--- config.mk ---
export PLATFORM = sky130hd
export DESIGN_NAME = supersample_box_resolve
export DESIGN_NICKNAME = d
export VERILOG_FILES = /design/src/design/ssbr_pkg.sv /design/src/design/supersample_box_resolve.sv
export SDC_FILE = /design/constraint.sdc
export NUM_CORES = 1
export LEC_CHECK = 0
export BUFFER_PORTS_ARGS = -buffer_cell sky130_fd_sc_hd__buf_2
export CAP_MARGIN = 10
export CORE_MARGIN = 10
export CORE_UTILIZATION = 60
export CTS_BUF_LIST = sky130_fd_sc_hd__clkbuf_2 sky130_fd_sc_hd__clkbuf_4 sky130_fd_sc_hd__clkbuf_8
export CTS_CLUSTER_SIZE = 28
export DETAILED_ROUTE_END_ITERATION = 16
export PLACE_DENSITY = 0.87
export SLEW_MARGIN = 10
export SYNTH_ARGS = -nofsm -noshare
export SYNTH_HDL_FRONTEND = slang
export SYNTH_SLANG_ARGS = --single-unit
--- constraint.sdc ---
create_clock -name clk_i -period 10.9 [get_ports clk_i]
set_clock_uncertainty 0.1 [all_clocks]
set_input_delay 2.18 -clock clk_i [delete_from_list [all_inputs] [get_ports clk_i]]
set_output_delay 2.18 -clock clk_i [all_outputs]
set_load 0.005 [all_outputs]
--- src/design/ssbr_pkg.sv ---
// Package for the supersample box resolve: sequencer states, register map and channel codes.
`default_nettype none

package ssbr_pkg;

  // Channel width of one sample and of one pixel.
  localparam int unsigned ChanW = 8;

  // Register map (byte addresses).
  localparam logic [2:0] RegScaleFactor = 3'd0;

  // Result slots, also the order the divider walks through them.
  localparam logic [1:0] SelRed   = 2'd0;
  localparam logic [1:0] SelGreen = 2'd1;
  localparam logic [1:0] SelBlue  = 2'd2;
  localparam logic [1:0] SelAlpha = 2'd3;

  // Sequencer states, one-hot.
  typedef enum logic [5:0] {
    ST_IDLE  = 6'b000001,
    ST_MUL_R = 6'b000010,
    ST_MUL_G = 6'b000100,
    ST_MUL_B = 6'b001000,
    ST_LOAD  = 6'b010000,
    ST_DIV   = 6'b100000
  } state_e;

  typedef logic [ChanW-1:0] chan_t;

endpackage

`default_nettype wire

--- src/design/supersample_box_resolve.sv ---
// Supersample box resolve: alpha-weighted box downsample of RGBA sample blocks.
// Each sample is accepted in IDLE and then takes three shared-multiplier passes (MUL_R, MUL_G,
//   MUL_B); no new sample is taken until it is back in IDLE. The last sample of a block
//   adds 4 divisions (load plus 8 restoring steps on one shared divider) and the output register.
// Factor 1 is a pass-through: one sample per cycle unless the output stalls; result in the next cycle.
// Reset (rst_ni low, asynchronous): factor 1, accumulators and count clear, no beat pending.
`default_nettype none

module supersample_box_resolve
  import ssbr_pkg::*;
#(
  parameter int unsigned MAX_FACTOR = 4
) (
  input  wire logic        clk_i,
  input  wire logic        rst_ni,
  // sample stream; tdata: sample_red, sample_green, sample_blue, sample_alpha (low bit up)
  input  wire logic        s_axis_tvalid,
  output logic             s_axis_tready,
  input  wire logic [31:0] s_axis_tdata,
  // pixel stream; tdata: pixel_red, pixel_green, pixel_blue, pixel_alpha (low bit up)
  output logic             m_axis_tvalid,
  input  wire logic        m_axis_tready,
  output logic [31:0]      m_axis_tdata,
  // configuration port
  input  wire logic        psel,
  input  wire logic        penable,
  input  wire logic        pwrite,
  input  wire logic [2:0]  paddr,
  input  wire logic [31:0] pwdata,
  output logic [31:0]      prdata,
  output logic             pready
);

  // Derived sizes: largest block, count, alpha sum, weighted sums, divider datapath.
  localparam int unsigned NMax  = MAX_FACTOR * MAX_FACTOR;
  localparam int unsigned NW    = $clog2(NMax + 1);
  localparam int unsigned AsumW = $clog2(255 * NMax + 1);
  localparam int unsigned WsumW = $clog2(65025 * NMax + 1);
  localparam int unsigned DivW  = WsumW + 9;
  localparam logic [3:0]  MaxF  = 4'(MAX_FACTOR);

  // ---------------------------------------------------------------------------
  // Configuration register
  // ---------------------------------------------------------------------------
  logic [2:0] scale_q, scale_d;
  logic       cfg_wr;

  assign pready = 1'b1;
  assign cfg_wr = psel && penable && pwrite && pready && (paddr == RegScaleFactor);
  assign prdata = (paddr == RegScaleFactor) ? {29'd0, scale_q} : 32'd0;

  always_comb begin
    scale_d = scale_q;
    if (cfg_wr) begin
      scale_d = pwdata[2:0];
    end
  end

  // Effective factor: zero reads as one, saturate at MAX_FACTOR.
  logic [2:0]    fac;
  logic [5:0]    fac_sq;
  logic [NW-1:0] n_w;

  always_comb begin
    fac = scale_q;
    if (scale_q == 3'd0) begin
      fac = 3'd1;
    end else if ({1'b0, scale_q} > MaxF) begin
      fac = MaxF[2:0];
    end
  end

  assign fac_sq = {3'd0, fac} * {3'd0, fac};
  assign n_w    = NW'(fac_sq);

  // ---------------------------------------------------------------------------
  // State
  // ---------------------------------------------------------------------------
  state_e            state_q, state_d;
  logic [NW-1:0]     cnt_q, cnt_d;
  logic [AsumW-1:0]  asum_q, asum_d;
  logic [WsumW-1:0]  wsum_q [3];
  logic [WsumW-1:0]  wsum_d [3];
  chan_t             smp_q [4];     // latched sample: red, green, blue, alpha
  chan_t             smp_d [4];
  chan_t             res_q [4];     // resolved pixel: red, green, blue, alpha
  chan_t             res_d [4];
  logic [1:0]        sel_q, sel_d;
  logic [2:0]        step_q, step_d;
  logic [DivW-1:0]   rem_q, rem_d;
  logic [DivW-1:0]   den_q, den_d;
  logic [ChanW-1:0]  quo_q, quo_d;
  logic              ovalid_q, ovalid_d;
  logic [31:0]       odata_q, odata_d;
  logic              pend_q, pend_d;   // resolved pixel waiting for the output slot

  logic s_acc, slot_free, passthru;

  assign slot_free     = !ovalid_q || m_axis_tready;
  assign passthru      = (fac == 3'd1);
  assign s_axis_tready = (state_q == ST_IDLE) && !pend_q && (!passthru || slot_free);
  assign s_acc         = s_axis_tvalid && s_axis_tready;
  assign m_axis_tvalid = ovalid_q;
  assign m_axis_tdata  = odata_q;

  // Shared 8x8 multiplier: latched alpha times one latched color per MUL state.
  logic [1:0]  mul_sel;
  logic [15:0] prod;

  always_comb begin
    unique case (state_q)
      ST_MUL_G: mul_sel = SelGreen;
      ST_MUL_B: mul_sel = SelBlue;
      default:  mul_sel = SelRed;
    endcase
  end

  assign prod = {8'd0, smp_q[mul_sel]} * {8'd0, smp_q[SelAlpha]};

  // Shared restoring divider, one quotient bit per step.
  logic            ge;
  logic [DivW-1:0] num_w, dsr_w;
  logic [WsumW-1:0] wsum_sel;
  chan_t           quo_fin;

  assign ge      = (rem_q >= den_q);
  assign quo_fin = {quo_q[ChanW-2:0], ge};

  always_comb begin
    case (sel_q)
      SelGreen: wsum_sel = wsum_q[1];
      SelBlue:  wsum_sel = wsum_q[2];
      default:  wsum_sel = wsum_q[0];
    endcase
  end

  // Operands for round half up: (2x + d) / (2d), divisor pre-shifted for 8 steps.
  always_comb begin
    if (sel_q == SelAlpha) begin
      num_w = DivW'({asum_q, 1'b0}) + DivW'(n_w);
      dsr_w = DivW'({n_w, 1'b0}) << (ChanW - 1);
    end else begin
      num_w = DivW'({wsum_sel, 1'b0}) + DivW'(asum_q);
      dsr_w = DivW'({asum_q, 1'b0}) << (ChanW - 1);
    end
  end

  // ---------------------------------------------------------------------------
  // Sequencer
  // ---------------------------------------------------------------------------
  always_comb begin
    state_d  = state_q;
    cnt_d    = cnt_q;
    asum_d   = asum_q;
    wsum_d   = wsum_q;
    smp_d    = smp_q;
    res_d    = res_q;
    sel_d    = sel_q;
    step_d   = step_q;
    rem_d    = rem_q;
    den_d    = den_q;
    quo_d    = quo_q;
    pend_d   = pend_q;
    ovalid_d = ovalid_q;
    odata_d  = odata_q;

    if (ovalid_q && m_axis_tready) begin
      ovalid_d = 1'b0;
    end

    // Resolved pixel moves to the output register once the slot frees.
    if (pend_q && slot_free) begin
      ovalid_d = 1'b1;
      odata_d  = {res_q[3], res_q[2], res_q[1], res_q[0]};
      pend_d   = 1'b0;
    end

    unique case (state_q)
      ST_IDLE: begin
        if (s_acc) begin
          if (passthru) begin
            ovalid_d = 1'b1;
            odata_d  = s_axis_tdata;
          end else begin
            smp_d[0] = s_axis_tdata[7:0];
            smp_d[1] = s_axis_tdata[15:8];
            smp_d[2] = s_axis_tdata[23:16];
            smp_d[3] = s_axis_tdata[31:24];
            asum_d   = asum_q + AsumW'(s_axis_tdata[31:24]);
            state_d  = ST_MUL_R;
          end
        end
      end
      ST_MUL_R: begin
        wsum_d[0] = wsum_q[0] + WsumW'(prod);
        state_d   = ST_MUL_G;
      end
      ST_MUL_G: begin
        wsum_d[1] = wsum_q[1] + WsumW'(prod);
        state_d   = ST_MUL_B;
      end
      ST_MUL_B: begin
        wsum_d[2] = wsum_q[2] + WsumW'(prod);
        if (NW'(cnt_q + NW'(1)) == n_w) begin
          sel_d   = SelRed;
          state_d = ST_LOAD;
        end else begin
          cnt_d   = cnt_q + NW'(1);
          state_d = ST_IDLE;
        end
      end
      ST_LOAD: begin
        rem_d   = num_w;
        den_d   = dsr_w;
        quo_d   = '0;
        step_d  = '0;
        state_d = ST_DIV;
      end
      ST_DIV: begin
        rem_d  = ge ? (rem_q - den_q) : rem_q;
        den_d  = den_q >> 1;
        quo_d  = quo_fin;
        step_d = step_q + 3'd1;
        if (step_q == 3'(ChanW - 1)) begin
          // zero alpha sum: colors resolve to zero
          if (sel_q != SelAlpha && asum_q == '0) begin
            res_d[sel_q] = '0;
          end else begin
            res_d[sel_q] = quo_fin;
          end
          if (sel_q == SelAlpha) begin
            pend_d    = 1'b1;
            cnt_d     = '0;
            asum_d    = '0;
            wsum_d[0] = '0;
            wsum_d[1] = '0;
            wsum_d[2] = '0;
            state_d   = ST_IDLE;
          end else begin
            sel_d   = sel_q + 2'd1;
            state_d = ST_LOAD;
          end
        end
      end
      default: state_d = ST_IDLE;
    endcase

    // A factor write starts a new block.
    if (cfg_wr) begin
      cnt_d     = '0;
      asum_d    = '0;
      wsum_d[0] = '0;
      wsum_d[1] = '0;
      wsum_d[2] = '0;
    end
  end

  always_ff @(posedge clk_i or negedge rst_ni) begin
    if (!rst_ni) begin
      state_q   <= ST_IDLE;
      scale_q   <= 3'd1;
      cnt_q     <= '0;
      asum_q    <= '0;
      wsum_q[0] <= '0;
      wsum_q[1] <= '0;
      wsum_q[2] <= '0;
      sel_q     <= SelRed;
      step_q    <= '0;
      pend_q    <= 1'b0;
      ovalid_q  <= 1'b0;
    end else begin
      state_q  <= state_d;
      scale_q  <= scale_d;
      cnt_q    <= cnt_d;
      asum_q   <= asum_d;
      wsum_q   <= wsum_d;
      sel_q    <= sel_d;
      step_q   <= step_d;
      pend_q   <= pend_d;
      ovalid_q <= ovalid_d;
    end
  end

  // Datapath registers, no reset.
  always_ff @(posedge clk_i) begin
    smp_q   <= smp_d;
    res_q   <= res_d;
    rem_q   <= rem_d;
    den_q   <= den_d;
    quo_q   <= quo_d;
    odata_q <= odata_d;
  end

  // ---------------------------------------------------------------------------
  // Assertions
  // ---------------------------------------------------------------------------
  // Between samples the count stays below the block size.
  a_cnt_bound: assert property (@(posedge clk_i) disable iff (!rst_ni)
    (state_q == ST_IDLE) |-> (cnt_q < n_w))
    else $error("sample count reached block size while idle");

  // Restoring divider invariant: remainder below twice the shifted divisor.
  a_div_rem: assert property (@(posedge clk_i) disable iff (!rst_ni)
    (state_q == ST_DIV && den_q != '0) |-> (rem_q < (den_q << 1)))
    else $error("divider remainder out of range");

  // A pending pixel reaches the output register as soon as the slot frees.
  a_pend_out: assert property (@(posedge clk_i) disable iff (!rst_ni)
    (pend_q && slot_free) |=> (ovalid_q && !pend_q))
    else $error("resolved pixel not handed to output");

endmodule

`default_nettype wire

==> qor.yml <==
status:
  status: "finished clean"
global_routing:
  first_global_vias: 14600
  overflow: 0
  grt_pass1_wl_um: 75300
  antenna_found_initial: 0
  grt_usage_pct: 25.0
  grt_max_degree: 66
critical_path:
  critPathKind: "reg -> reg"
  reg2reg_setup_slack_ps: 1850
  critPathMaxFanout: 15
  cpPeakStageDelay_ps: 910
  end_kind: "flop"
  cp_data_required_time_ps: 11230
  crit_top_cell: "fa_1"
  slowest_stage: "and3b_1"
  crit_start: "state_q[1]"
  cp_num_buf_inv: 3
  rr_startpoint: "state_q[1]"
  r2r_end: "wsum_q[19]"
  worstPathArrival_ps: 9380
  cp_num_cells: 28
  reg2reg_depth: 28
  startpoint_type: "flop"
  cp_top_family: "compound AO/OA/AOI/OAI gates"
  cp-endpoint: "wsum_q[19]"
power:
  p_per_area_nw_per_um2: 289
  ir_worst_vdd_mv: 0.394
  leakage_nw: 8.71
  finalPower_mw: 5.60
flow_run:
  cap_violations: 0
final_layout:
  final_common_cell: "nand2_1"
  nets: 2248
  final_util_pct: 65.7
  layout_common_cells: "nand2_1 (237), o21ai_0 (173), ha_1 (140)"
  num_antenna_cells: 0
  drive_gt1_share_pct: 9.88
  areaGrowthSynthToFinish_pct: 8.70
place:
  gp_congestion: 1.01
  io_buffers: 81
  hpwlAfterDp_um: 34500
clocking:
  cts_max_level: 2
  cts_setup_buffers: 0
  cts_inserted_buffers: 43
  clk_pin_slew_worst_paths_ps: 60
  clockBufferDepth: 3
  ctsHoldBuffers: 0
  clock_sinks: 245
  cts_resized: 0
  cts-root-buf: "clkbuf_8"
  cts_tree: "yes"
  clk_latency_ps: 600
die:
  fp.coreArea_um2: 29500
  die_y_um: 192
  rows: 63
  die_area_um2: 37000
  ioPinCount: 141
  die_w_um: 192
  start_util_pct: 60.4
timing:
  slew_violations: 0
  setup_viol: 0
  finalHoldViolCount: 0
  maxSlewHeadroom_pct: 17.9
  tightest_slew_ps: 1230
  post-route-min-period_ps: 9050
  post-route-period-util_pct: 83.0
  rsz0062_at_grt: "no"
  max_freq_mhz: 111
  setup_tns_ps: 0
detailed_routing:
  drc_errors: 0
  drt_first_pass_iters: 6
  ant_nets: 0
  drt-initial-drc-count: 1555
  post_drt_wl_per_cell_um: 19.6
  vias_per_cell: 6.27
  totalWireLength_um: 47400
  num_vias: 15100
synth:
  synth_flop_cell: "edfxtp_1"
  syn_area_per_cell_um2: 9.26
  async_flop_share_pct: 38.0
  ys_seq_area_share_pct: 36.9
  synth_edf_count: 120
  yosys_warnings: 0
  syn_inst: 1923
  syn_area_um2: 17800
  ys_seq_elements: 245
  ys_types: 82
min_path:
  holdCritStartpoint: "step_q[0]"
  hold_class: "reg -> reg"
-- how the worst min path moves through the flow --
stage / to / cells past startpoint
after detailed placement: cnt_q[4] / 2
after floorplan: step_q[0] / 1
after global placement: cnt_q[4] / 2
after CTS: step_q[0] / 1
final: step_q[0] / 1
after global routing: step_q[1] / 1
-- power by group --
group	internal [mW]	switching [mW]	total, mW
Clock	0.515	0.415	0.930
Sequential	1.14	0.164	1.30
Combinational	1.35	2.01	3.36
Total	3.01	2.59	5.60
-- area by class of cell --
class	instances	area, µm²
Timing Repair Buffer	95	513
Sequential cell	245	6570
Inverter	102	383
Multi-Input combinational cell	1504	10500
Clock buffer	58	729
Clock inverter	21	203
Tap cell	390	488
Fill cell	2228	10100
-- worst register-to-register path: cells and delay by family, from the launching register on --
| family | cells | cell delay, ps |
|---|---|---|
| adder cells (fa/ha/maj) | 6 | 2830 |
| multiplexers | 1 | 330 |
| XOR/XNOR | 2 | 530 |
| AO/OA/AOI/OAI | 11 | 2890 |
| AND/OR/NAND/NOR | 5 | 1640 |
| flip-flops | 1 | 410 |
| buffers and inverters | 3 | 160 |
-- flip-flops by register name, summed over array words and instances, names as in the netlist, 5 cells and up --
signal	count
smp_q	32
den_q	20
asum_q	12
m_axis_tdata	32
rem_q	29
state_q	6
res_q	32
cnt_q	5
wsum_q	60
quo_q	7
-- logic make-up after synthesis --
group                    share of synthesized area (%)
flip-flops                                        36.9
adder cells (fa/ha/maj)                           14.7
buffers and inverters                             5.06
AO/OA/AOI/OAI                                     17.7
AND/OR/NAND/NOR                                   17.1
multiplexers                                      3.55
XOR/XNOR                                          5.01
other                                           0.0422
-- metrics by stage --
step / cells / instance area, µm² / setup slack, ps / hold slack (ps)
6_report: 2415 / 19400 / 1850 / 414
5_1_grt: 2415 / 19400 / 1320 / 434
4_1_cts: 2415 / 19400 / 2040 / 409
3_5_place_dp: 2336 / 18400 / 2080 / 396
3_3_place_gp: 2336 / 18400 / 2220 / 385
2_1_floorplan: 1952 / 17900 / 3610 / 368
-- synth_stat cells, drive strengths merged (5+ instances only) --
cell type / number / area (µm²)
nor2: 102 / 383
buf: 46 / 312
clkbuf: 55 / 206
o22ai: 7 / 43.8
o21ai: 177 / 897
dfrtp: 91 / 2280
a2111oi: 5 / 75.1
dfxtp: 32 / 641
o211ai: 13 / 97.6
nand4: 11 / 68.8
nand3: 58 / 290
edfxtp: 120 / 3600
nor3b: 7 / 52.6
o31ai: 23 / 178
o21a: 15 / 113
or4: 8 / 63.8
a32o: 5 / 50.1
a31oi: 11 / 68.8
or3: 15 / 93.8
a22oi: 17 / 128
nor2b: 13 / 81.3
mux2i: 62 / 621
nand2: 237 / 890
a22o: 11 / 96.3
ha: 140 / 1750
nor3: 31 / 160
fa: 43 / 861
o21bai: 15 / 113
a21oi: 104 / 521
nor4: 17 / 106
nand2b: 19 / 119
and2: 75 / 469
xnor2: 56 / 490
a211oi: 19 / 148
xor2: 46 / 403
inv: 101 / 379
and3: 16 / 100
a21o: 37 / 278
-- routing by layer --
metal	vias to the layer above	share of wire, %	wire [µm]	track usage [%]
met3	169	7.5	3550	4.07
li1	6983	-	-	-
met4	0	5.1	2400	13.0
met1	7215	40	18900	31.7
met5	-	0	0	0
met2	768	48	22500	40.7
No activity file was read; power rests on OpenSTA's default activity.
